[src/hw/rtl/pta_fifo.sv]
// Small register queue with registered status.
module pta_fifo #(
  parameter int W = 26,
  parameter int DEPTH = 2
) (
  input  logic         clk_i,
  input  logic         rst_ni,
  input  logic         push_i,
  input  logic [W-1:0] data_i,
  output logic         full_o,
  input  logic         pop_i,
  output logic [W-1:0] data_o,
  output logic         empty_o
);
  localparam int AW = (DEPTH > 1) ? $clog2(DEPTH) : 1;
  localparam int CW = $clog2(DEPTH + 1);

  logic [W-1:0]  mem_q [DEPTH];
  logic [AW-1:0] wr_q, rd_q;
  logic [CW-1:0] cnt_q;
  logic          do_push, do_pop;

  assign full_o  = (cnt_q == CW'(DEPTH));
  assign empty_o = (cnt_q == '0);
  assign do_push = push_i && !full_o;
  assign do_pop  = pop_i && !empty_o;
  assign data_o  = mem_q[rd_q];

  always_ff @(posedge clk_i) begin
    if (do_push) begin
      mem_q[wr_q] <= data_i;
    end
  end

  always_ff @(posedge clk_i or negedge rst_ni) begin
    if (!rst_ni) begin
      wr_q  <= '0;
      rd_q  <= '0;
      cnt_q <= '0;
    end else begin
      if (do_push) begin
        wr_q <= (wr_q == AW'(DEPTH - 1)) ? '0 : wr_q + 1'b1;
      end
      if (do_pop) begin
        rd_q <= (rd_q == AW'(DEPTH - 1)) ? '0 : rd_q + 1'b1;
      end
      if (do_push && !do_pop) begin
        cnt_q <= cnt_q + 1'b1;
      end else if (!do_push && do_pop) begin
        cnt_q <= cnt_q - 1'b1;
      end
    end
  end

endmodule

[config.mk]
export PLATFORM = sky130hd
export DESIGN_NAME = pta_fifo
export DESIGN_NICKNAME = d
export VERILOG_FILES = /design/src/hw/rtl/pta_fifo.sv
export SDC_FILE = /design/constraint.sdc
export NUM_CORES = 1
export LEC_CHECK = 0
export CORE_MARGIN = 2
export CORE_UTILIZATION = 55
export CTS_BUF_LIST = sky130_fd_sc_hd__clkbuf_16
export DETAILED_ROUTE_END_ITERATION = 16
export DONT_BUFFER_PORTS = 1
export PLACE_DENSITY_LB_ADDON = 0.2
export SLEW_MARGIN = 15
export SYNTH_ARGS = -nofsm -noshare
export SYNTH_HDL_FRONTEND = slang
export SYNTH_SLANG_ARGS = --single-unit
[constraint.sdc]
create_clock -name clk_i -period 2.7 [get_ports clk_i]
set_input_delay 0.135 -clock clk_i [delete_from_list [all_inputs] [get_ports clk_i]]
set_output_delay 0.135 -clock clk_i [all_outputs]
set_load 0.05 [all_outputs]
==> results, run 1 <==
- In this run the power spent charging and discharging nets is 1350 uW.
- For this configuration, the core starts out at a cell density of 58.1%.
- The final hold violation count is 0.
- Row generation in the floorplan step produced 22 rows.
- The number of buffers on the longest clock path is 2.
- The number of different library cells in the post-synthesis netlist is 15.
- The biggest cell delay along the critical path is 510 ps.
- Setup repair after global routing left no endpoint under its margin.
- The slew at the pin closest to its max-slew limit is 876 ps.
- STA classifies the critical path endpoint as a flop.
- Entering global routing, the biggest net connects 18 pins.
- The mapped netlist covers 0.00217 mm2.
- The remaining antenna violation count is 0.
- The die boundary height is 66.9 um.
- At the later pin of the worst-skew pair, clock insertion delay measures 290 ps.
- The slowest stage of the critical path is the sky130_fd_sc_hd__and3_1 cell.
- The floorplan step defined a die boundary enclosing 0.00447 mm2.
- Along the worst path, the maximum fanout reaches 15.
- The number of nets handed over by synthesis was 131.
- In the routed layout, each cell is associated on average with a via count of 5.22.
- The count of pins over their slew limit was 0.
- The headroom to the max-slew limit is 41.4%.
- The min-delay analysis places its worst path in the category input port to flop.
- The total of cells resized after clock tree synthesis is 0.
- Compared with the post-synthesis result, the final layout area differs by 21.4%.
- The first global-routing pass estimated 4660 um of wire.
- For the final database, setup skew stands at 3.05 ps.
- The die is 66.9 um wide.
- Summed over all failing endpoints, the final setup total negative slack is 0 ps.
- The count of buffers added on input and output ports is 0.
- The shortest clock period the worst path allows after layout is 1750 ps.
- The buffering stage count on the worst path with inverters included is 1.
- Internal power comes to 1940 uW.
- The post-detailed-route wirelength per cell is 16.9 um.
- TritonCTS built the clock tree.
- Data on the critical path arrives at its endpoint at 1730 ps.
- The cell area power density is 1250 mW/mm2.
- The completed layout was analyzed and its total power is 3290 uW.
- The final instance area is 0.00264 mm2.
- Buffers inserted during clock tree synthesis total 5.
- The cell count after synthesis is 100.
- The final design utilization is 70.5%.
- The top cell types in the final layout, fill and taps aside, are sky130_fd_sc_hd__edfxtp_1, sky130_fd_sc_hd__dlygate4sd3_1, sky130_fd_sc_hd__mux2_4.
- The sequential group share of total power is 38.4%.
- STA classifies the critical path startpoint as a flop.
- The largest area contributor in the synthesized netlist is sky130_fd_sc_hd__edfxtp_1.
- The clock share of power is 18.5%.
- The estimated wirelength of the detail-placed design is 2130 um.
- During I/O placement, the number of pins put on the boundary was 58.
- The number of antenna violations at the first check in global routing came to 0.
- The tree built by TritonCTS fans out to 56 sinks.
- The data required time at the worst endpoint is 2680 ps.
- The total inserted antenna cells is 0.
- The start-to-end type of the worst setup path is flop to flop.
- The clock slew seen by the registers of the worst setup and hold paths is 60 ps.
- The number of H-tree levels is 2.
- The ratio of final minimum period to clock period is 64.8%.
- Of the total power, the share spent switching nets is 41.0%.
- Post-CTS timing repair inserted 0 buffers for setup.
- The number of global-route vias before repair is 1,038.
- The Yosys step of the flow raised 0 warnings.
- After synthesis, the mean cell area works out to 21.7 um2.
- The run finished with clean final reports.
- The initial detailed-routing violation count is 56.
- Routability-driven placement finished with a final weighted congestion of 0.611.
- Synthesis inferred 56 register bits.
- The fill cell total of the finished layout is 254.
- The static leakage is 0.000979 uW.
- By area the synthesized netlist is led by sky130_fd_sc_hd__edfxtp_1, sky130_fd_sc_hd__mux2_4, sky130_fd_sc_hd__dfrtp_1, sky130_fd_sc_hd__mux2_2, sky130_fd_sc_hd__buf_12.
- The ratio of cells with drive above 1 in the final layout is 28.5%.
- Traced cell by cell, the critical path runs through nand2b_1 -> and3_1 -> buf_4.
- The remaining global-route overflow is 0.
- The top cell family by delay on the critical path is simple AND/OR/NAND/NOR gates.
- The detailed router placed 965 vias in this run.
- The most common cell after layout, fill and taps aside is sky130_fd_sc_hd__edfxtp_1.
- The maximum VDD drop is 0.807 mV.
- The number of max-capacitance violations reported is 0.
- The maximum clock rate is 572 MHz.
- The number of iterations in the first detailed-routing pass is 4.
- The share of total power dissipated in combinational logic is 43.2%.
- The register area share after synthesis is 76.5%.
- The wire length after detailed routing is 3130 um.
- The root buffer cell is sky130_fd_sc_hd__clkbuf_16.
- Global routing used 15.1% of the available tracks.
- Tracing the worst setup path back leads to its startpoint at cnt_q[0].
- The top-area cell type share of the netlist area is 71.8%.
- In the routed design, unresolved DRC markers number 0.
- The final layout net count is 167.
- The startpoint of the lowest-slack hold path is pop_i.
- The region available for standard cell placement spans 0.00374 mm2.
- The setup-violating endpoint count in the final report is 0.
- The cell area after placement is 0.00222 mm2.
- The post-cts hold buffer count is 27.
- The startpoint identified for the worst register-to-register timing path is cnt_q[0].
cell type report:
cell class | instances | area [um2] | area share, %
clock buffer | 5 | 125 | 4.74
clock inverter | 3 | 20.0 | 0.759
inverter | 2 | 7.51 | 0.285
multi-input combinational | 39 | 455 | 17.3
sequential | 56 | 1660 | 63.0
tap | 48 | 60.1 | 2.28
timing repair buffer | 32 | 308 | 11.7
flip-flops by register name, summed over array words and instances (netlist names):
signal  flops
mem_q      52
rd_q        1
wr_q        1
cnt_q       2
synthesized netlist by cell type:
cell,number
sky130_fd_sc_hd__xnor2_1,3
sky130_fd_sc_hd__dfrtp_1,4
sky130_fd_sc_hd__mux2_4,19
sky130_fd_sc_hd__xor2_1,2
sky130_fd_sc_hd__ha_1,1
sky130_fd_sc_hd__and3_1,1
sky130_fd_sc_hd__nor2_1,3
sky130_fd_sc_hd__edfxtp_1,52
sky130_fd_sc_hd__nand2_1,1
sky130_fd_sc_hd__nand2b_1,1
sky130_fd_sc_hd__o21ai_1,1
sky130_fd_sc_hd__mux2_2,7
sky130_fd_sc_hd__buf_12,2
sky130_fd_sc_hd__inv_1,2
sky130_fd_sc_hd__buf_6,1
final timing paths:
check / endpoint / slack (ps) / cells past startpoint
max: mem_q[1][9] / 950 / 3
min: rd_q / 80 / 2
max reg2reg: mem_q[1][9] / 950 / 3
min reg2reg: cnt_q[1] / 520 / 1
max in group asynchronous: rd_q / 2410 / 1
min in group asynchronous: wr_q / 120 / 1
metal layers:
layer / vias to the layer above / global-route usage [%] / part of all wire [%]
li1: 451 / - / -
met1: 471 / 13.9 / 34
met2: 39 / 28.5 / 56
met3: 4 / 5.57 / 8.0
met4: 0 / 7.65 / 1.4
met5: - / 0 / 0
cells by family (layout without fill, tap and decap cells):
group                    after synthesis  after routing  synth area share [%]
AO/OA/AOI/OAI                          1              1                 0.230
XOR/XNOR                               5              5                  2.02
adder cells (fa/ha/maj)                1              1                 0.576
buffers and inverters                  5             42                  2.71
flip-flops                            56             56                  76.5
multiplexers                          26             26                  16.8
AND/OR/NAND/NOR                        6              6                  1.27
power groups by stage:
| stage | Clock (uW) | Combinational, uW | Sequential (uW) |
|---|---|---|---|
| after global routing | 654 | 1480 | 1280 |
| after floorplan | 0 | 1330 | 1270 |
| after global placement | 0 | 1380 | 1270 |
| after CTS | 624 | 1440 | 1270 |
| final | 609 | 1420 | 1260 |
| after detailed placement | 0 | 1400 | 1290 |
through the flow:
stage	hold slack [ps]	cells	worst slack, ps
after detailed placement	-160	150	943
after global placement	-161	150	979
after global routing	99.6	185	797
after floorplan	-161	100	535
after CTS	76.8	185	935
final	78.5	185	950
Note: power is estimated with default switching activity, not from simulation.
==> inputs of run 2 (changes only) <==
- clock period: 2.7 -> 1.4 ns (I/O delays scaled with it)
==> run 2 against run 1 <==
Effect of this change:
- the flow now finishes with violations (negative setup slack)
- largest cell class unchanged
- sequential cell count stayed put
- first-iteration DRC count is 16% lower
- wire length is 8.2% higher
- combinational power is 120% higher
- final cell count is 3.8% higher
- global-route usage is 1.4 points higher
- non-clock buffer count is 7 higher
- sequential power is 96% higher
- count of clock-buffer cells in the layout stayed put
- critical path depth is 4 higher
- critical path type unchanged
- worst hold slack worse by 19 ps
- utilization is 5.1 points higher
==> results, run 2 (synthesized netlist as in run 1, its figures left out) <==
- Walking the worst path, the cells encountered are nand2b_4 -> nand2_4 -> inv_2 -> ha_4 -> xor2_1 -> nor2_1 -> xor2_1.
- The number of global-route vias before repair is 1,072 (+3.3%).
- The via density per instance is 5.22 (about the same).
- The depth of the most critical reg-to-reg path is 7 (+4).
- The type of the tightest min-delay check is input port to async pin.
- The count of placed standard cells in the final layout, fillers left out is 192 (+3.8%).
- The buffering stage count on the worst path with inverters included is 1 (unchanged).
- The element type at the critical path end is a flop.
- The data required time at the worst endpoint is 1600 ps (-1080 ps).
- The headroom to the max-slew limit is 71.1% (+30 points).
- The fill cell total of the finished layout is 240 (-5.5%).
- The count of unresolved DRC violations after routing is 0 (unchanged).
- The number of H-tree levels came to 2 (unchanged).
- mem_q holds more flip-flops than any other register.
- The die footprint came to 0.00447 mm2 (unchanged).
- The clock share of power is 17.4% (-1.1 points).
- The count of placed standard cells including taps was 151 (+0.67%).
- The setup-violating endpoint count in the final report is 5 (+5).
- The cell area after placement is 0.00229 mm2 (+3.0%).
- The part of the total power dissipated in combinational logic is 46.5% (+3.3 points).
- The count of port buffers added during placement is 0 (unchanged).
- The static leakage is 0.00107 uW (+9.7%).
- The cell area power density came to 2410 mW/mm2 (+93%).
- The initial standard-cell utilization of the core is 58.1% (unchanged).
- In the final layout, the registers with the most flip-flops are mem_q (52), cnt_q (2).
- The design internal power is 4090 uW (+110%).
- Leaving out fill and tap cells, the most frequent cell in the layout is sky130_fd_sc_hd__edfxtp_1.
- The root buffer cell is sky130_fd_sc_hd__clkbuf_16.
- The width of the chip is 66.9 um (unchanged).
- TritonCTS built the clock tree.
- The number of antenna violations at the first check in global routing was 0 (unchanged).
- The estimated wirelength of the detail-placed design came to 2030 um (-4.6%).
- The number of top-level design ports is 58 (unchanged).
- The total routing resource utilization after global routing was 16.5% (+1.4 points).
- The sequential group share of total power is 36.1% (-2.3 points).
- The largest net degree at the start of global routing is 27 (+9).
- The global-route wire length before repair is 5020 um (+7.9%).
- The maximum clock rate is 702 MHz (+23%).
- The worst-skew pair later-pin latency is 280 ps (about the same).
- The die boundary height was 66.9 um (unchanged).
- The number of max-capacitance violations reported is 0 (unchanged).
- The worst-path cell with the longest stage delay is sky130_fd_sc_hd__dfrtp_1.
- The cell occurring most often along the worst timing path is sky130_fd_sc_hd__xor2_1.
- The maximum VDD drop is 1.65 mV (+100%).
- The total inserted antenna cells was 0 (unchanged).
- The total via count in the routed design is 1,002 (+3.8%).
- The number of iterations in the first detailed-routing pass is 4 (unchanged).
- The start-to-end type of the worst setup path is flop to flop.
- The slew at the pin closest to its max-slew limit came to 432 ps (-444 ps).
- The area growth from synthesis to final layout is 30.2%.
- The count of pins over their slew limit was 0 (unchanged).
- The flow ran to the end, but the final reports show violations.
- The checks that failed: negative setup slack.
- The highest fanout seen on the critical path is 3 (-12).
- The global placement routability congestion is 0.628 (+2.9%).
- The count of standard-cell rows is 22 (unchanged).
- The area of the placeable core was 0.00374 mm2 (unchanged).
- The number of buffers on the longest clock path is 2 (unchanged).
- The shortest clock period the worst path allows after layout is 1420 ps (-325 ps).
- The flip-flop count of the largest register after layout is 52 (unchanged).
- The wire length after detailed routing is 3390 um (+8.2%).
- The remaining antenna violation count came to 0 (unchanged).
- STA classifies the critical path startpoint as a flop.
- The final setup slack of the worst path is -24.9 ps (-975 ps).
- The top cell family by delay on the critical path is flip-flops.
- The reg2reg setup slack came to -20 ps (-980 ps).
- The data arrival time of the critical path came to 1630 ps (-100 ps).
- The final instance area is 0.00283 mm2 (+7.3%).
- The switching share of total power was 40.2% (-0.80 points).
- The final layout net count came to 174 (+4.2%).
- The net switching power of the design is 2740 uW (+100%).
- The remaining global-route overflow is 0 (unchanged).
- The path length in cells of the critical path is 7 (+4).
- The ratio of final minimum period to clock period is 102% (+37 points).
- The final hold violation count is 0 (unchanged).
- Leaving out fill and tap cells, the most frequent cells in the layout are sky130_fd_sc_hd__edfxtp_1, sky130_fd_sc_hd__dlygate4sd3_1, sky130_fd_sc_hd__mux2_4.
- The number of sinks handled by clock tree synthesis came to 56 (unchanged).
- The clock slew seen by the registers of the worst setup and hold paths is 70 ps (about the same).
- The post-detailed-route wirelength per cell is 17.6 um (+4.3%).
- The number of buffers created by CTS was 5 (unchanged).
- The ratio of cells with drive above 1 in the final layout came to 36.1% (+7.6 points).
- The clock tree skew after final layout is 5.14 ps (+2.09 ps).
- The initial detailed-routing violation count came to 47 (-16%).
- The biggest cell delay along the critical path was 410 ps (-100 ps).
- Setup repair after global routing could not meet its margin everywhere.
## run 2: path summary, 6_finish.rpt
| check | startpoint | end |
|---|---|---|
| worst min-delay path | rst_ni | wr_q |
| worst max register to register | cnt_q[0] | cnt_q[1] |
| worst max-delay path | cnt_q[0] | cnt_q[1] |
| worst min register to register | cnt_q[1] | cnt_q[1] |
| min in group clk_i | push_i | mem_q[1][9] |
| max in group asynchronous | rst_ni | cnt_q[1] |
## run 2: metrics by stage
step / total power (uW) / setup TNS [ps] / setup WS [ps] / hold WS [ps] / util [%]
after global routing: 7120 / -1100 / -79.2 / 60.3 / 75.6
after detailed placement: 5360 / 0 / 26.2 / -225 / 61.1
final: 6830 / -25.8 / -24.9 / 59.3 / 75.6
after CTS: 6640 / -514 / -38.2 / 39.4 / 72.6
after global placement: 5300 / 0 / 101 / -225 / 61.1
after floorplan: 5060 / -981 / -37.7 / -226 / -
## run 2: area by class of cell
cell class / count / area (um2) / area share [%]
inverter: 2 / 7.51 / 0.265
clock inverter: 3 / 22.5 / 0.796
tap: 48 / 60.1 / 2.12
clock buffer: 5 / 125 / 4.42
timing repair buffer: 39 / 432 / 15.3
multi-input combinational: 39 / 519 / 18.4
sequential: 56 / 1660 / 58.8
## run 2: power by group through the flow
stage          Sequential, uW  Clock, uW  Combinational, uW
2_1_floorplan            2450          0               2610
3_3_place_gp             2460          0               2840
3_5_place_dp             2490          0               2870
4_1_cts                  2460       1220               2960
5_1_grt                  2500       1290               3330
6_report                 2470       1190               3180
## run 2: repair_timing
action,in CTS,in global routing
hold buffers,28,1
cloned,0,2
endpoints found under the hold margin,57,1
buffers inserted,0,2
pin swaps,0,4
setup endpoints to repair,16,17
gates resized for setup,0,14
## run 2: metal layers
| metal | global-route usage [%] | up-vias | wire (um) |
|---|---|---|---|
| li1 | - | 465 | - |
| met1 | 14.6 | 495 | 1170 |
| met2 | 31.1 | 36 | 1910 |
| met3 | 7.09 | 6 | 249 |
| met4 | 7.91 | 0 | 57 |
| met5 | 0 | - | 0 |
==> inputs of run 3 (changes only) <==
==> constraint.sdc (replaced) <==
create_clock -name clk_i -period 1.4 [get_ports clk_i]
set_input_delay 0.21 -clock clk_i [delete_from_list [all_inputs] [get_ports clk_i]]
set_output_delay 0.21 -clock clk_i [all_outputs]
set_load 0.05 [all_outputs]
==> run 3 against run 2 <==
Effect of this change:
- the flow still finishes with violations (negative setup slack)
- register-to-register slack improved by 50 ps
- highest routed layer unchanged
- clock skew fell by 3.2 ps
- critical path depth fell by 5
- sequential cell count did not move
- critical path type is now flop to output pin
- via count fell by 14%
- utilization fell by 7.6 points
- worst hold slack got worse by 37 ps
- sequential share of layout area rose by 6.6 points
- final cell count fell by 16%
- wire length fell by 14%
- cell area fell by 10%
- non-clock buffer count fell by 31
==> results, run 3 (synthesized netlist as in run 1, its figures left out) <==
- The remaining antenna violation count is 0 (unchanged).
- The headroom to the max-slew limit is 83.5% (+12 points).
- The library cells used most frequently in the layout, excluding fill and tap cells, are sky130_fd_sc_hd__edfxtp_1, sky130_fd_sc_hd__mux2_4, sky130_fd_sc_hd__clkbuf_16.
- Setup repair after global routing could not meet its margin everywhere.
- The clock slew seen by the registers of the worst setup and hold paths was 60 ps (about the same).
- The run finished, with violations left.
- The number of sinks handled by clock tree synthesis is 56 (unchanged).
- The post-detailed-route wirelength per cell came to 18.0 um (+2.2%).
- The slew at the pin closest to its max-slew limit is 247 ps (-185 ps).
- The ratio of final minimum period to clock period came to 108% (+6.4 points).
- The critical path in this run is classified as flop to output pin.
- The final hold violation count is 0 (unchanged).
- The area of the placeable core is 0.00374 mm2 (unchanged).
- The data arrival time of the critical path is 1300 ps (-330 ps).
- The count of standard-cell rows is 22 (unchanged).
- The setup-violating endpoint count in the final report is 26 (+21).
- Counting flops per register, the top entry is mem_q.
- The highest fanout seen on the critical path came to 10 (+7).
- The number of buffers on the longest clock path came to 2 (unchanged).
- The total inserted antenna cells came to 0 (unchanged).
- The number of iterations in the first detailed-routing pass is 3 (-1).
- The number of H-tree levels is 2 (unchanged).
- Leaving out fill and tap cells, the most frequent cell in the layout is sky130_fd_sc_hd__edfxtp_1.
- The flip-flop count of the largest register after layout is 52 (unchanged).
- The clock tree from TritonCTS is done.
- The number of global-route vias before repair is 886 (-17%).
- The width of the chip came to 66.9 um (unchanged).
- The number of max-capacitance violations reported is 0 (unchanged).
- The global placement routability congestion came to 0.652 (+3.7%).
- The final layout net count came to 143 (-18%).
- The clock tree skew after final layout was 1.92 ps (-3.22 ps).
- The ratio of cells with drive above 1 in the final layout was 46.0% (+9.9 points).
- The setup TNS after final layout is -2870 ps (-2840 ps).
- In the final layout, the registers with the most flip-flops are mem_q (52), cnt_q (2).
- The worst hold path belongs to the class input port to flop.
- The total routing resource utilization after global routing is 14.4% (-2.1 points).
- The via density per instance is 5.37 (+2.8%).
- The maximum clock rate is 660 MHz (-5.9%).
- The initial detailed-routing violation count came to 33 (-30%).
- The die footprint is 0.00447 mm2 (unchanged).
- The number of buffers created by CTS was 5 (unchanged).
- The remaining global-route overflow is 0 (unchanged).
- The data required time at the worst endpoint is 1190 ps (-410 ps).
- The number of top-level design ports is 58 (unchanged).
- The count of pins over their slew limit was 0 (unchanged).
- The launching element type of the critical path is a flop.
- The root buffer cell is sky130_fd_sc_hd__clkbuf_16.
- The worst-skew pair later-pin latency is 280 ps (about the same).
- The total via count in the routed design is 864 (-14%).
- STA classifies the critical path endpoint as an output pin.
- The count of port buffers added during placement is 0 (unchanged).
- The largest net degree at the start of global routing was 27 (unchanged).
- The count of unresolved DRC violations after routing is 0 (unchanged).
- The checks that failed: negative setup slack.
- The global-route wire length before repair is 4320 um (-14%).
- The die boundary height is 66.9 um (unchanged).
- The initial standard-cell utilization of the core is 58.1% (unchanged).
- The number of antenna violations at the first check in global routing is 0 (unchanged).
- The wire length after detailed routing is 2900 um (-14%).
- The estimated wirelength of the detail-placed design is 1940 um (-4.5%).
- The shortest clock period the worst path allows after layout came to 1510 ps (+89.3 ps).
- The final setup slack of the worst path is -114 ps (-89.3 ps).
- Relative to the synthesized area, the layout overhead comes to 17.0%.
run 3: layer usage:
layer | GRT usage, % | vias to the layer above | routed length, um
met2 | 25.8 | 36 | 1630
met3 | 8.11 | 6 | 318
li1 | - | 402 | -
met1 | 13.4 | 420 | 922
met4 | 5.36 | 0 | 33
met5 | 0 | - | 0
run 3: critical path, cell delays in order, from the launching register on:
cell and delay [ps]:
sky130_fd_sc_hd__dfrtp_1 410, sky130_fd_sc_hd__buf_6 200, sky130_fd_sc_hd__mux2_4 400
run 3: cell type report:
cell class	count	area [um2]
Tap cell	48	60.1
Timing Repair Buffer	8	111
Sequential cell	56	1660
Inverter	2	13.8
Clock inverter	3	38.8
Multi-Input combinational cell	39	532
Clock buffer	5	125
Fill cell	245	1200
run 3: path summary, 6_finish.rpt:
check | start | endpoint | slack (ps) | cells past startpoint
worst max-delay path | rd_q | data_o[1] | -110 | 2
worst min register to register | wr_q | wr_q | 540 | 1
max in group asynchronous | rst_ni | cnt_q[1] | 990 | 1
min in group asynchronous | rst_ni | cnt_q[0] | 210 | 1
worst min-delay path | data_i[4] | mem_q[0][4] | 20 | 0
worst max register to register | cnt_q[0] | cnt_q[1] | 30 | 7
run 3: timing repair:
item	4_1_cts	5_1_grt
resized for setup	8	12
pin swaps	0	5
hold buffers	1	0
setup buffers	0	1
hold endpoints to repair	4	0
endpoints found under the setup margin	26	29
run 3: stage by stage:
step	utilization, %	instance area, um2	hold slack [ps]	setup slack, ps	cells
6_report	67.9	2540	21.8	-114	161
3_3_place_gp	61.1	2290	-85.5	102	151
3_5_place_dp	61.1	2290	-85.5	37.2	151
5_1_grt	67.9	2540	6.37	-156	161
2_1_floorplan	-	2200	-85.6	-37.7	100
4_1_cts	66.6	2490	14.5	-130	160
Power of run 3 is left out: the tool's default activity adds up to more than one toggle a clock period on the data nets, which glitch-free logic cannot reach.
