### src/hw/rtl/pta_pkg.sv
// Shared types and constants of the pressure-to-altitude block.
package pta_pkg;

  localparam int PRESS_W = 24;
  localparam int ALT_W = 24;
  localparam int LOG_ITERS = 32;
  localparam int LOG_W = 37;
  localparam int SERIES_TERMS = 17;
  localparam int LOG_LAT = LOG_ITERS + 1;
  localparam int EXP_LAT = 2 * SERIES_TERMS + 1;
  localparam int BACK_LAT = LOG_LAT + 3 + EXP_LAT + 3;

  localparam logic [29:0] EXP_COEF = 30'd817332276;
  localparam logic [31:0] LN2_Q32 = 32'd2977044472;
  localparam int ALT_SCALE = 44330;
  localparam logic [PRESS_W-1:0] SEA_RESET = 24'd6484800;
  localparam logic [ALT_W-1:0] ALT_POS_MAX = 24'h7fffff;
  localparam logic [ALT_W-1:0] ALT_NEG_MIN = 24'h800000;
  localparam logic REG_SEA_LEVEL = 1'b0;

  typedef enum logic [1:0] {
    KIND_NORMAL,
    KIND_ZERO,
    KIND_NOREF
  } kind_e;

  typedef struct packed {
    logic [PRESS_W-1:0] pressure;
    kind_e              kind;
  } item_t;

  typedef struct packed {
    logic  valid;
    item_t item;
  } mid_t;

  typedef struct packed {
    logic [ALT_W-1:0] altitude;
    logic             saturated;
    logic             no_pressure;
  } result_t;

endpackage

### src/hw/rtl/pta_fifo.sv
// Small register queue with registered status.
module pta_fifo #(
  parameter int W = 26,
  parameter int DEPTH = 2
) (
  input  logic         clk_i,
  input  logic         rst_ni,
  input  logic         push_i,
  input  logic [W-1:0] data_i,
  output logic         full_o,
  input  logic         pop_i,
  output logic [W-1:0] data_o,
  output logic         empty_o
);
  localparam int AW = (DEPTH > 1) ? $clog2(DEPTH) : 1;
  localparam int CW = $clog2(DEPTH + 1);

  logic [W-1:0]  mem_q [DEPTH];
  logic [AW-1:0] wr_q, rd_q;
  logic [CW-1:0] cnt_q;
  logic          do_push, do_pop;

  assign full_o  = (cnt_q == CW'(DEPTH));
  assign empty_o = (cnt_q == '0);
  assign do_push = push_i && !full_o;
  assign do_pop  = pop_i && !empty_o;
  assign data_o  = mem_q[rd_q];

  always_ff @(posedge clk_i) begin
    if (do_push) begin
      mem_q[wr_q] <= data_i;
    end
  end

  always_ff @(posedge clk_i or negedge rst_ni) begin
    if (!rst_ni) begin
      wr_q  <= '0;
      rd_q  <= '0;
      cnt_q <= '0;
    end else begin
      if (do_push) begin
        wr_q <= (wr_q == AW'(DEPTH - 1)) ? '0 : wr_q + 1'b1;
      end
      if (do_pop) begin
        rd_q <= (rd_q == AW'(DEPTH - 1)) ? '0 : rd_q + 1'b1;
      end
      if (do_push && !do_pop) begin
        cnt_q <= cnt_q + 1'b1;
      end else if (!do_push && do_pop) begin
        cnt_q <= cnt_q - 1'b1;
      end
    end
  end

endmodule

### src/hw/rtl/pta_front.sv
// Front end: config register, input acceptance, classification and the item queue.
module pta_front import pta_pkg::*; (
  input  logic               clk_i,
  input  logic               rst_ni,
  input  logic               psel,
  input  logic               penable,
  input  logic               pwrite,
  input  logic [2:0]         paddr,
  input  logic [31:0]        pwdata,
  output logic [31:0]        prdata,
  output logic               pready,
  input  logic               push,
  output logic               full,
  input  logic [PRESS_W-1:0] raw_pressure_i,
  output mid_t               head_o,
  input  logic               head_pop_i,
  output logic [PRESS_W-1:0] sea_o
);
  logic [PRESS_W-1:0] sea_q;
  item_t              item_d;
  item_t              head_item;
  logic               head_empty;

  assign pready = 1'b1;
  assign prdata = (paddr[2] == REG_SEA_LEVEL) ? {8'd0, sea_q} : '0;
  assign sea_o  = sea_q;

  always_ff @(posedge clk_i or negedge rst_ni) begin
    if (!rst_ni) begin
      sea_q <= SEA_RESET;
    end else if (psel && penable && pwrite && pready && (paddr[2] == REG_SEA_LEVEL)) begin
      sea_q <= pwdata[PRESS_W-1:0];
    end
  end

  always_comb begin
    item_d.pressure = raw_pressure_i;
    if (raw_pressure_i == '0) begin
      item_d.kind = KIND_ZERO;
    end else if (sea_q == '0) begin
      item_d.kind = KIND_NOREF;
    end else begin
      item_d.kind = KIND_NORMAL;
    end
  end

  pta_fifo #(.W($bits(item_t)), .DEPTH(2)) u_mid (
    .clk_i   (clk_i),
    .rst_ni  (rst_ni),
    .push_i  (push),
    .data_i  (item_d),
    .full_o  (full),
    .pop_i   (head_pop_i),
    .data_o  (head_item),
    .empty_o (head_empty)
  );

  assign head_o.valid = !head_empty;
  assign head_o.item  = head_item;

endmodule

### config.mk
export PLATFORM = sky130hd
export DESIGN_NAME = pta_front
export DESIGN_NICKNAME = d
export VERILOG_FILES = /design/src/hw/rtl/pta_pkg.sv /design/src/hw/rtl/pta_fifo.sv /design/src/hw/rtl/pta_front.sv
export SDC_FILE = /design/constraint.sdc
export NUM_CORES = 1
export LEC_CHECK = 0
export BUFFER_PORTS_ARGS = -buffer_cell sky130_fd_sc_hd__buf_4
export CAP_MARGIN = 20
export CORE_ASPECT_RATIO = 2
export CORE_MARGIN = 4
export CORE_UTILIZATION = 53
export CTS_BUF_LIST = sky130_fd_sc_hd__clkbuf_8
export CTS_CLUSTER_DIAMETER = 200
export DETAILED_ROUTE_END_ITERATION = 7
export PLACE_DENSITY = 0.88
export SLEW_MARGIN = 40
export SYNTH_ARGS = -nofsm -noshare
export SYNTH_HDL_FRONTEND = slang
export SYNTH_SLANG_ARGS = --single-unit
### constraint.sdc
create_clock -name clk_i -period 4.9 [get_ports clk_i]
set_clock_uncertainty 0.05 [all_clocks]
set_input_delay 0.735 -clock clk_i [delete_from_list [all_inputs] [get_ports clk_i]]
set_output_delay 0.735 -clock clk_i [all_outputs]
set_load 0.005 [all_outputs]
==> impl_metrics.xml, run 1 <==
<?xml version="1.0" encoding="UTF-8"?>
<metrics>
  <group name="synthesis">
    <metric name="synth.yosys.warnings" unit="">0</metric>
    <metric name="synthCells" unit="">206</metric>
    <metric name="netlist_area" unit="sq um">3420</metric>
    <metric name="synth_cell_types" unit="">27</metric>
    <metric name="synthTopCellsByArea" unit="">sky130_fd_sc_hd__edfxtp_1, sky130_fd_sc_hd__dfrtp_1, sky130_fd_sc_hd__mux2_2, sky130_fd_sc_hd__mux2_4, sky130_fd_sc_hd__dfstp_2</metric>
    <metric name="synth.yosys.seq_area_share" unit="">0.665</metric>
    <metric name="ys_ff_latch" unit="">80</metric>
    <metric name="synth_largest_type_area_fraction" unit="">0.456</metric>
    <metric name="synthDominantAreaCellType" unit="">sky130_fd_sc_hd__edfxtp_1</metric>
    <metric name="postSynthAreaPerCell" unit="sq um">16.6</metric>
  </group>
  <group name="clock_network">
    <metric name="clock_tree.root_cell" unit="">sky130_fd_sc_hd__clkbuf_8</metric>
    <metric name="max-clock-path-buffers" unit="">2</metric>
    <metric name="number_of_hold_buffers_added_after_cts" unit="">0</metric>
    <metric name="post_cts_resize_count" unit="">0</metric>
    <metric name="ctsHtreeMaxLevel" unit="">3</metric>
    <metric name="tritoncts" unit="">yes</metric>
    <metric name="tritoncts_buffer_count" unit="">9</metric>
    <metric name="worst_skew_pair.late_latency" unit="ns">0.35</metric>
    <metric name="numClockSinks" unit="">80</metric>
    <metric name="cts_post_setup_buffers_inserted" unit="">0</metric>
    <metric name="clk_pin_slew" unit="ns">0.09</metric>
  </group>
  <group name="final_layout">
    <metric name="layout-drive-gt1-share" unit="">0.617</metric>
    <metric name="flow.area_growth_from_synthesis" unit="%">36.5</metric>
    <metric name="finish.net_count" unit="">407</metric>
    <metric name="fin_cells" unit="">431</metric>
    <metric name="post-route-cell-area" unit="sq um">4670</metric>
    <metric name="final_cell_mix" unit="">sky130_fd_sc_hd__buf_4, sky130_fd_sc_hd__edfxtp_1, sky130_fd_sc_hd__mux2_2, sky130_fd_sc_hd__nor2b_1, sky130_fd_sc_hd__mux2_4</metric>
    <metric name="finalCoreUtilization" unit="">0.740</metric>
    <metric name="multi_input_comb_area" unit="sq um">1060</metric>
    <metric name="area.sequential" unit="sq um">2280</metric>
    <metric name="fillCellCount" unit="">458</metric>
    <metric name="num_antenna_cells" unit="">0</metric>
    <metric name="leading_cell_type_in_the_layout_fill_and_taps_excluded" unit="">sky130_fd_sc_hd__buf_4</metric>
  </group>
  <group name="timing">
    <metric name="slew_viol_final" unit="">0</metric>
    <metric name="unrepaired_setup_endpoints_after_global_routing" unit="">no</metric>
    <metric name="slew_headroom" unit="">0.594</metric>
    <metric name="final.period_utilization" unit="">0.501</metric>
    <metric name="setup_tns" unit="ns">0</metric>
    <metric name="fmax" unit="MHz">408</metric>
    <metric name="final-hold-violation-count" unit="">0</metric>
    <metric name="timing.final.setup_violations" unit="">0</metric>
    <metric name="minimum_period_implied_by_the_final_worst_setup_slack" unit="ns">2.45</metric>
    <metric name="worst-slew-pin-transition" unit="ns">0.609</metric>
  </group>
  <group name="status">
    <metric name="outcome" unit="">finished, final reports clean</metric>
  </group>
  <group name="power_and_ir_drop">
    <metric name="leak" unit="nW">2.06</metric>
    <metric name="power.density" unit="nW/um^2">485</metric>
    <metric name="total_power" unit="mW">2.26</metric>
    <metric name="vdd_ir_drop_max" unit="uV">307</metric>
  </group>
  <group name="detailed_routing">
    <metric name="detail_route.vias_per_cell" unit="">4.97</metric>
    <metric name="drc" unit="">0</metric>
    <metric name="drt_first_pass_iters" unit="">4</metric>
    <metric name="detailed_route_via_count" unit="">2142</metric>
    <metric name="detail-route-antenna-nets" unit="">0</metric>
    <metric name="post_drt_wl_per_cell" unit="um">16.6</metric>
    <metric name="wirelength" unit="mm">7.14</metric>
    <metric name="first_iter_violations" unit="">34</metric>
  </group>
  <group name="grt">
    <metric name="grt_pass1_wl" unit="mm">11.3</metric>
    <metric name="grt_busiest_layer" unit="">met2</metric>
    <metric name="first_global_vias" unit="">2276</metric>
    <metric name="use_met1" unit="">0.217</metric>
    <metric name="grt_usage" unit="">0.193</metric>
    <metric name="met2_use_gr" unit="">0.321</metric>
    <metric name="grt-ovfl-total" unit="">0</metric>
    <metric name="grt_max_degree" unit="">29</metric>
    <metric name="globalRouteMet3Util" unit="">0.0683</metric>
    <metric name="antenna_found_initial" unit="">0</metric>
  </group>
  <group name="critical_path">
    <metric name="crit_fanout" unit="">27</metric>
    <metric name="setup.worst_path.start_class" unit="">flip-flop</metric>
    <metric name="critical_path_arrival" unit="ns">1.67</metric>
    <metric name="worst-endpoint-required" unit="ns">4.12</metric>
    <metric name="timing.critical_path.to_type" unit="">primary output</metric>
    <metric name="worst-setup-path-type" unit="">reg2out</metric>
  </group>
  <group name="die">
    <metric name="floorplan.die.height" unit="um">122</metric>
    <metric name="die_area" unit="sq um">7880</metric>
    <metric name="num_rows" unit="">41</metric>
    <metric name="initial_utilization" unit="">0.542</metric>
    <metric name="floorplan.die.width" unit="um">64.8</metric>
    <metric name="boundaryPins" unit="">151</metric>
    <metric name="core" unit="sq um">6310</metric>
  </group>
  <group name="placed_design">
    <metric name="place.port_buffers" unit="">131</metric>
    <metric name="dpl.hpwl" unit="mm">5.41</metric>
    <metric name="placed_area" unit="sq um">4440</metric>
    <metric name="gpl.final_weighted_congestion" unit="">0.741</metric>
    <metric name="dpl.cell_count" unit="">415</metric>
  </group>
  <group name="job">
    <metric name="maxCapViolations" unit="">0</metric>
  </group>
  <group name="worst_hold_path">
    <metric name="min_path_type" unit="">in2async</metric>
  </group>
</metrics>
[routing by layer]
layer	vias to the layer above	share of wire
li1	1003	-
met1	1011	0.36
met2	113	0.52
met3	15	0.096
met4	0	0.030
met5	-	0
[logic make-up (layout without fill, tap and decap cells)]
kind of cell,after synthesis,count (layout),share of synthesized area
compound gates,1,1,0.00293
other cells,2,9,0.00220
simple gates,49,49,0.0918
mux,50,50,0.187
xor+xnor,5,5,0.0128
fa+ha+maj,1,1,0.00366
flops,80,80,0.665
buf+inv,18,150,0.0351
[worst paths after layout]
path / startpoint / slack (ns) / cells after the start / endpoint
worst max-delay path: u_mid.rd_q / 2.45 / 2 / head_o[25]
worst min-delay path: rst_ni / 0.23 / 1 / sea_o[10]
min in group clk_i: u_mid.cnt_q[1] / 0.43 / 1 / u_mid.cnt_q[1]
worst max register to register: u_mid.cnt_q[0] / 3.32 / 2 / u_mid.mem_q[1][16]
max in group asynchronous: rst_ni / 4.25 / 1 / sea_o[22]
worst min register to register: u_mid.cnt_q[1] / 0.43 / 1 / u_mid.cnt_q[1]
[state kept, by name, summed over array words and instances (netlist names)]
signal	flops
u_mid.mem_q	52
sea_o	24
u_mid.cnt_q	2
u_mid.rd_q	1
u_mid.wr_q	1
[critical path: stages, from the launching register on]
cell and delay (ns):
sky130_fd_sc_hd__dfrtp_2 0.76, sky130_fd_sc_hd__mux2_2 0.41, sky130_fd_sc_hd__buf_4 0.14
[area by class of cell]
cell class | count | share of cell area
Tap cell | 86 | 0.0231
Sequential cell | 80 | 0.488
Timing Repair Buffer | 132 | 0.212
Multi-Input combinational cell | 115 | 0.226
Clock inverter | 5 | 0.0169
Inverter | 2 | 0.00161
Clock buffer | 11 | 0.0324
[power breakdown]
group / internal, mW / switching [mW] / total [mW]
clock: 0.314 / 0.228 / 0.542
combinational: 0.439 / 0.243 / 0.682
sequential: 0.913 / 0.127 / 1.04
total: 1.67 / 0.598 / 2.26
[synthesized netlist by cell type]
library cell / instances
sky130_fd_sc_hd__and2b_1: 2
sky130_fd_sc_hd__and3_1: 1
sky130_fd_sc_hd__and4_1: 1
sky130_fd_sc_hd__buf_2: 3
sky130_fd_sc_hd__buf_4: 9
sky130_fd_sc_hd__buf_6: 2
sky130_fd_sc_hd__clkbuf_1: 2
sky130_fd_sc_hd__conb_1: 2
sky130_fd_sc_hd__dfrtp_1: 18
sky130_fd_sc_hd__dfstp_2: 10
sky130_fd_sc_hd__edfxtp_1: 52
sky130_fd_sc_hd__ha_1: 1
sky130_fd_sc_hd__inv_1: 2
sky130_fd_sc_hd__mux2_2: 30
sky130_fd_sc_hd__mux2_4: 20
sky130_fd_sc_hd__nand2_1: 3
sky130_fd_sc_hd__nand2b_1: 1
sky130_fd_sc_hd__nand4_1: 1
sky130_fd_sc_hd__nand4b_4: 1
sky130_fd_sc_hd__nor2_1: 4
sky130_fd_sc_hd__nor2b_1: 22
sky130_fd_sc_hd__nor4_1: 10
sky130_fd_sc_hd__o211a_1: 1
sky130_fd_sc_hd__or2_2: 1
sky130_fd_sc_hd__or4_1: 2
sky130_fd_sc_hd__xnor2_1: 3
sky130_fd_sc_hd__xor2_1: 2
[stage by stage]
stage / hold WS, ns / setup slack (ns)
2_1_floorplan: 0.389 / 2.51
3_5_place_dp: 0.421 / 2.72
6_report: 0.226 / 2.45
4_1_cts: 0.222 / 2.40
3_3_place_gp: 0.420 / 2.45
5_1_grt: 0.250 / 2.36
(Power assumes the default switching activity.)
==> inputs of run 2 (changes only) <==
--- a/config.mk
+++ b/config.mk
@@ -9,11 +9,11 @@
 export CAP_MARGIN = 20
 export CORE_ASPECT_RATIO = 2
 export CORE_MARGIN = 4
-export CORE_UTILIZATION = 53
+export CORE_UTILIZATION = 49
 export CTS_BUF_LIST = sky130_fd_sc_hd__clkbuf_8
 export CTS_CLUSTER_DIAMETER = 200
 export DETAILED_ROUTE_END_ITERATION = 7
-export PLACE_DENSITY = 0.88
+export PLACE_DENSITY = 0.82
 export SLEW_MARGIN = 40
 export SYNTH_ARGS = -nofsm -noshare
 export SYNTH_HDL_FRONTEND = slang
==> constraint.sdc (replaced) <==
create_clock -name clk_i -period 2.37 [get_ports clk_i]
set_clock_uncertainty 0.05 [all_clocks]
set_input_delay 0.3555 -clock clk_i [delete_from_list [all_inputs] [get_ports clk_i]]
set_output_delay 0.3555 -clock clk_i [all_outputs]
set_load 0.005 [all_outputs]
==> run 2 against run 1 <==
  * Core utilization shrank 4.3 points
  * Clock power rose by 99%
  * Sequential power grew 99%
  * Non-clock buffer count rose by 3
  * Largest cell class unchanged
  * Highest routed layer unchanged
==> impl_metrics.xml, run 2 (synthesized netlist as in run 1, its figures left out) <==
<?xml version="1.0" encoding="UTF-8"?>
<metrics>
  <group name="timing">
    <metric name="setup_tns" unit="ns">0</metric>
    <metric name="worst-slew-pin-transition" unit="ns">0.580</metric>
    <metric name="unrepaired_setup_endpoints_after_global_routing" unit="">no</metric>
    <metric name="final.period_utilization" unit="">0.820</metric>
    <metric name="fmax" unit="MHz">515</metric>
    <metric name="final-hold-violation-count" unit="">0</metric>
    <metric name="timing.final.setup_violations" unit="">0</metric>
    <metric name="slew_headroom" unit="">0.613</metric>
    <metric name="minimum_period_implied_by_the_final_worst_setup_slack" unit="ns">1.94</metric>
    <metric name="slew_viol_final" unit="">0</metric>
  </group>
  <group name="detailed_routing">
    <metric name="first_iter_violations" unit="">70</metric>
    <metric name="detail-route-antenna-nets" unit="">0</metric>
    <metric name="post_drt_wl_per_cell" unit="um">16.5</metric>
    <metric name="drt_first_pass_iters" unit="">3</metric>
    <metric name="detail_route.vias_per_cell" unit="">4.93</metric>
    <metric name="wirelength" unit="mm">7.22</metric>
    <metric name="detailed_route_via_count" unit="">2149</metric>
    <metric name="drc" unit="">0</metric>
  </group>
  <group name="critical_path">
    <metric name="timing.critical_path.to_type" unit="">primary output</metric>
    <metric name="critical_path_arrival" unit="ns">1.54</metric>
    <metric name="worst-setup-path-type" unit="">reg2out</metric>
    <metric name="setup.worst_path.start_class" unit="">flip-flop</metric>
    <metric name="worstReg2RegStart" unit="">u_mid.cnt_q[0]</metric>
    <metric name="worst-endpoint-required" unit="ns">1.96</metric>
    <metric name="crit_fanout" unit="">27</metric>
    <metric name="cp_startpoint" unit="">u_mid.rd_q</metric>
  </group>
  <group name="status">
    <metric name="outcome" unit="">finished, final reports clean</metric>
  </group>
  <group name="die">
    <metric name="floorplan.die.width" unit="um">67.1</metric>
    <metric name="die_area" unit="sq um">8460</metric>
    <metric name="core" unit="sq um">6730</metric>
    <metric name="floorplan.die.height" unit="um">126</metric>
    <metric name="initial_utilization" unit="">0.509</metric>
    <metric name="num_rows" unit="">42</metric>
    <metric name="boundaryPins" unit="">151</metric>
  </group>
  <group name="final_layout">
    <metric name="largest_reg_flops" unit="">52</metric>
    <metric name="leading_cell_type_in_the_layout_fill_and_taps_excluded" unit="">sky130_fd_sc_hd__buf_4</metric>
    <metric name="largest_register" unit="">u_mid.mem_q</metric>
    <metric name="finish.net_count" unit="">410</metric>
    <metric name="finalCoreUtilization" unit="">0.696</metric>
    <metric name="final_cell_mix" unit="">sky130_fd_sc_hd__buf_4, sky130_fd_sc_hd__edfxtp_1, sky130_fd_sc_hd__mux2_2, sky130_fd_sc_hd__nor2b_1, sky130_fd_sc_hd__mux2_4</metric>
    <metric name="num_antenna_cells" unit="">0</metric>
    <metric name="layout-drive-gt1-share" unit="">0.609</metric>
    <metric name="flow.area_growth_from_synthesis" unit="%">36.9</metric>
  </group>
  <group name="worst_hold_path">
    <metric name="min_path_type" unit="">in2reg</metric>
    <metric name="hp-start" unit="">raw_pressure_i[19]</metric>
  </group>
  <group name="clock_network">
    <metric name="max-clock-path-buffers" unit="">2</metric>
    <metric name="cts_post_setup_buffers_inserted" unit="">0</metric>
    <metric name="numClockSinks" unit="">80</metric>
    <metric name="tritoncts_buffer_count" unit="">9</metric>
    <metric name="worst_skew_pair.late_latency" unit="ns">0.34</metric>
    <metric name="clock_tree.root_cell" unit="">sky130_fd_sc_hd__clkbuf_8</metric>
    <metric name="tritoncts" unit="">yes</metric>
    <metric name="clk_pin_slew" unit="ns">0.08</metric>
    <metric name="ctsHtreeMaxLevel" unit="">3</metric>
  </group>
  <group name="grt">
    <metric name="grt_busiest_layer" unit="">met2</metric>
    <metric name="antenna_found_initial" unit="">0</metric>
    <metric name="grt_pass1_wl" unit="mm">11.4</metric>
    <metric name="globalRouteMet3Util" unit="">0.0668</metric>
    <metric name="use_met1" unit="">0.189</metric>
    <metric name="met2_use_gr" unit="">0.321</metric>
    <metric name="first_global_vias" unit="">2417</metric>
    <metric name="grt-ovfl-total" unit="">0</metric>
    <metric name="grt_usage" unit="">0.183</metric>
    <metric name="grt_max_degree" unit="">29</metric>
  </group>
  <group name="placed_design">
    <metric name="place.port_buffers" unit="">131</metric>
    <metric name="dpl.hpwl" unit="mm">5.50</metric>
    <metric name="gpl.final_weighted_congestion" unit="">0.711</metric>
  </group>
  <group name="power_and_ir_drop">
    <metric name="power.density" unit="nW/um^2">997</metric>
    <metric name="leak" unit="nW">2.07</metric>
    <metric name="vdd_ir_drop_max" unit="uV">500</metric>
  </group>
  <group name="job">
    <metric name="maxCapViolations" unit="">0</metric>
  </group>
</metrics>
## run 2: changes by cell type in the layout (fill, tap and decap cells not counted)
cell / change
sky130_fd_sc_hd__clkbuf_8: -1
sky130_fd_sc_hd__clkinvlp_4: +2
sky130_fd_sc_hd__and3_2: -1
sky130_fd_sc_hd__clkinv_4: -1
sky130_fd_sc_hd__inv_1: +1
sky130_fd_sc_hd__dlygate4sd3_1: +1
sky130_fd_sc_hd__dfrtp_1: +1
sky130_fd_sc_hd__clkinv_2: -1
sky130_fd_sc_hd__and3_1: +1
sky130_fd_sc_hd__buf_4: +2
sky130_fd_sc_hd__dfrtp_2: -1
## run 2: power breakdown
group,internal (mW),total (mW),switching (mW)
Clock,0.616,1.08,0.465
Combinational,0.926,1.52,0.598
Sequential,1.89,2.07,0.179
Total,3.43,4.67,1.24
## run 2: path summary, 6_finish.rpt
| check | to | slack (ns) | cells past startpoint |
|---|---|---|---|
| max | head_o[25] | 0.43 | 3 |
| min | u_mid.mem_q[1][21] | 0.15 | 1 |
| max reg2reg | u_mid.cnt_q[1] | 0.82 | 5 |
| min reg2reg | u_mid.cnt_q[1] | 0.45 | 1 |
| max in group asynchronous | sea_o[21] | 1.57 | 2 |
| min in group asynchronous | sea_o[7] | 0.39 | 2 |
## run 2: cell type report
class | instances | area, sq um
clock buffer | 10 | 138
clock inverter | 6 | 83.8
fill | 499 | 2040
inverter | 2 | 7.51
multi-input combinational | 115 | 1050
sequential | 80 | 2270
tap | 88 | 110
timing repair buffer | 135 | 1020
## run 2: layer usage
layer	routed length [um]	share of wire
met3	621	0.086
met4	117	0.016
met5	0	0
met1	2460	0.34
met2	4020	0.56
## run 2: stage by stage
step / hold slack, ns / power, mW / setup slack [ns] / area [sq um] / cells
after floorplan: 0.00991 / 2.82 / 0.181 / 3450 / 213
after detailed placement: 0.235 / 3.64 / 0.572 / 4450 / 419
final: 0.148 / 4.67 / 0.427 / 4680 / 436
after global placement: 0.233 / 3.59 / 0.605 / 4450 / 419
after CTS: 0.128 / 4.73 / 0.382 / 4680 / 436
after global routing: 0.121 / 4.94 / 0.333 / 4680 / 436
## run 2: what timing repair did
action / CTS / global route
resized for setup: 0 / 0
hold buffers: 1 / 0
endpoints found under the hold margin: 18 / 0
## run 2: critical path, cell delays in order, from the launching register on
cell and delay (ns):
sky130_fd_sc_hd__dfrtp_1 0.32, sky130_fd_sc_hd__buf_4 0.33, sky130_fd_sc_hd__mux2_2 0.39, sky130_fd_sc_hd__buf_4 0.14
==> inputs of run 3 (changes only) <==
==> constraint.sdc (replaced) <==
create_clock -name clk_i -period 2 [get_ports clk_i]
set_clock_uncertainty 0.05 [all_clocks]
set_input_delay 0.3 -clock clk_i [delete_from_list [all_inputs] [get_ports clk_i]]
set_output_delay 0.3 -clock clk_i [all_outputs]
set_load 0.005 [all_outputs]
==> run 3 against run 2 <==
  * Sequential cell count is the same
  * Critical path depth is the same
  * Sequential share of layout area grew 0.27 points
  * Combinational power grew 20%
  * Cell count is the same
  * Setup slack lost 0.19 ns
  * Count of clock-buffer cells in the layout shrank 1
  * Clock power is essentially flat
  * Wire length shrank 0.91%
==> impl_metrics.xml, run 3 (synthesized netlist as in run 1, its figures left out) <==
<?xml version="1.0" encoding="UTF-8"?>
<metrics>
  <group name="die">
    <metric name="core" unit="sq um">6730</metric>
    <metric name="die_area" unit="sq um">8460</metric>
    <metric name="num_rows" unit="">42</metric>
    <metric name="boundaryPins" unit="">151</metric>
    <metric name="initial_utilization" unit="">0.509</metric>
    <metric name="floorplan.die.height" unit="um">126</metric>
    <metric name="floorplan.die.width" unit="um">67.1</metric>
  </group>
  <group name="timing">
    <metric name="setup_tns" unit="ns">0</metric>
    <metric name="timing.final.setup_violations" unit="">0</metric>
    <metric name="slew_headroom" unit="">0.619</metric>
    <metric name="hold_slack" unit="ns">0.0914</metric>
    <metric name="worst-slew-pin-transition" unit="ns">0.570</metric>
    <metric name="final-hold-violation-count" unit="">0</metric>
    <metric name="unrepaired_setup_endpoints_after_global_routing" unit="">no</metric>
    <metric name="slew_viol_final" unit="">0</metric>
    <metric name="final.period_utilization" unit="">0.883</metric>
    <metric name="minimum_period_implied_by_the_final_worst_setup_slack" unit="ns">1.77</metric>
    <metric name="fmax" unit="MHz">566</metric>
    <metric name="post-route-worst-setup-slack" unit="ns">0.234</metric>
  </group>
  <group name="final_layout">
    <metric name="fin_cells" unit="">436</metric>
    <metric name="layout-drive-gt1-share" unit="">0.603</metric>
    <metric name="finish.net_count" unit="">410</metric>
    <metric name="num_antenna_cells" unit="">0</metric>
    <metric name="fillCellCount" unit="">525</metric>
    <metric name="largest_register" unit="">u_mid.mem_q</metric>
    <metric name="leading_cell_type_in_the_layout_fill_and_taps_excluded" unit="">sky130_fd_sc_hd__buf_4</metric>
    <metric name="largest_reg_flops" unit="">52</metric>
    <metric name="flow.area_growth_from_synthesis" unit="%">36.2</metric>
    <metric name="final_cell_mix" unit="">sky130_fd_sc_hd__buf_4, sky130_fd_sc_hd__edfxtp_1, sky130_fd_sc_hd__mux2_2, sky130_fd_sc_hd__nor2b_1, sky130_fd_sc_hd__mux2_4</metric>
    <metric name="finalCoreUtilization" unit="">0.693</metric>
    <metric name="post-route-cell-area" unit="sq um">4660</metric>
  </group>
  <group name="power_and_ir_drop">
    <metric name="netSwitchingPower" unit="mW">1.44</metric>
    <metric name="vdd_ir_drop_max" unit="uV">537</metric>
    <metric name="power.internal" unit="mW">3.92</metric>
    <metric name="leak" unit="nW">2.07</metric>
    <metric name="part_of_the_total_power_dissipated_in_combinational_logic" unit="">0.339</metric>
    <metric name="pwr-share-seq" unit="">0.458</metric>
    <metric name="power.density" unit="nW/um^2">1150</metric>
    <metric name="sw_frac_of_total" unit="">0.268</metric>
    <metric name="power.share.clock" unit="">0.203</metric>
    <metric name="total_power" unit="mW">5.36</metric>
  </group>
  <group name="grt">
    <metric name="antenna_found_initial" unit="">0</metric>
    <metric name="grt-ovfl-total" unit="">0</metric>
    <metric name="first_global_vias" unit="">2386</metric>
    <metric name="grt_max_degree" unit="">29</metric>
    <metric name="grt_usage" unit="">0.182</metric>
    <metric name="grt_pass1_wl" unit="mm">11.4</metric>
  </group>
  <group name="placed_design">
    <metric name="dpl.hpwl" unit="mm">5.43</metric>
    <metric name="gpl.final_weighted_congestion" unit="">0.735</metric>
    <metric name="place.port_buffers" unit="">131</metric>
    <metric name="pre_cts_setup_slack" unit="ns">0.254</metric>
    <metric name="placed_area" unit="sq um">4470</metric>
    <metric name="dpl.cell_count" unit="">419</metric>
  </group>
  <group name="detailed_routing">
    <metric name="detailed_route_via_count" unit="">2173</metric>
    <metric name="detail-route-antenna-nets" unit="">0</metric>
    <metric name="post_drt_wl_per_cell" unit="um">16.4</metric>
    <metric name="drt_first_pass_iters" unit="">4</metric>
    <metric name="wirelength" unit="mm">7.15</metric>
    <metric name="drc" unit="">0</metric>
    <metric name="detail_route.vias_per_cell" unit="">4.98</metric>
    <metric name="first_iter_violations" unit="">55</metric>
  </group>
  <group name="critical_path">
    <metric name="critical_path_arrival" unit="ns">1.42</metric>
    <metric name="worst-setup-path-type" unit="">reg2out</metric>
    <metric name="worst-endpoint-required" unit="ns">1.65</metric>
    <metric name="crit_fanout" unit="">27</metric>
    <metric name="timing.critical_path.to_type" unit="">primary output</metric>
    <metric name="worst-r2r-cell-count" unit="">5</metric>
    <metric name="setup.worst_path.start_class" unit="">flip-flop</metric>
  </group>
  <group name="worst_hold_path">
    <metric name="min_path_type" unit="">in2reg</metric>
    <metric name="worst_hold_path.num_cells" unit="">1</metric>
  </group>
  <group name="clock_network">
    <metric name="ctsHtreeMaxLevel" unit="">3</metric>
    <metric name="worst_skew_pair.late_latency" unit="ns">0.34</metric>
    <metric name="clock_tree.root_cell" unit="">sky130_fd_sc_hd__clkbuf_8</metric>
    <metric name="post_cts_resize_count" unit="">0</metric>
    <metric name="clk_pin_slew" unit="ns">0.08</metric>
    <metric name="tritoncts_buffer_count" unit="">9</metric>
    <metric name="tritoncts" unit="">yes</metric>
    <metric name="numClockSinks" unit="">80</metric>
    <metric name="cts_post_setup_buffers_inserted" unit="">0</metric>
    <metric name="number_of_hold_buffers_added_after_cts" unit="">1</metric>
    <metric name="max-clock-path-buffers" unit="">2</metric>
  </group>
  <group name="status">
    <metric name="outcome" unit="">finished, final reports clean</metric>
  </group>
  <group name="job">
    <metric name="maxCapViolations" unit="">0</metric>
  </group>
</metrics>
## run 3: changes by cell type in the layout (fill, tap and decap cells not counted), sizes merged
| cell | delta |
|---|---|
| clkinvlp | -1 |
| clkbuf | -1 |
| clkinv | +1 |
| inv | +2 |
| bufinv | -1 |
## run 3: layout make-up
class                   instances  area [sq um]  share of cell area
clock inverters                 7          58.8              0.0126
repair buffers                135          1030               0.221
well taps                      88           110              0.0236
flip-flops and latches         80          2270               0.488
multi-input cells             115          1050               0.226
inverters                       2          7.51             0.00161
clock buffers                   9           124              0.0266
## run 3: worst max-delay path, stage by stage, from the launching register on
cell,delay [ns]
sky130_fd_sc_hd__dfrtp_1,0.37
sky130_fd_sc_hd__buf_12,0.20
sky130_fd_sc_hd__mux2_2,0.37
sky130_fd_sc_hd__buf_4,0.14
## run 3: power groups by stage
| stage | clock (mW) | combinational, mW | sequential (mW) |
|---|---|---|---|
| 3_3_place_gp | 0 | 1.83 | 2.46 |
| 5_1_grt | 1.19 | 1.98 | 2.50 |
| 4_1_cts | 1.12 | 1.86 | 2.46 |
| 3_5_place_dp | 0 | 1.85 | 2.48 |
| 2_1_floorplan | 0 | 0.924 | 2.42 |
| 6_report | 1.09 | 1.82 | 2.45 |
## run 3: final timing paths
| check | startpoint | to | slack [ns] |
|---|---|---|---|
| max | u_mid.rd_q | head_o[8] | 0.23 |
| min | raw_pressure_i[23] | u_mid.mem_q[0][25] | 0.09 |
| max reg2reg | u_mid.cnt_q[0] | u_mid.cnt_q[1] | 0.45 |
| min reg2reg | u_mid.cnt_q[1] | u_mid.cnt_q[1] | 0.44 |
| max in group asynchronous | rst_ni | sea_o[9] | 1.24 |
| min in group asynchronous | rst_ni | sea_o[7] | 0.34 |
## run 3: routing by layer
| layer | track usage | vias up | routed length (um) |
|---|---|---|---|
| met1 | 0.192 | 1042 | 2460 |
| met2 | 0.321 | 109 | 3940 |
| met5 | 0 | - | 0 |
| li1 | - | 1010 | - |
| met3 | 0.0588 | 12 | 604 |
| met4 | 0.0754 | 0 | 146 |
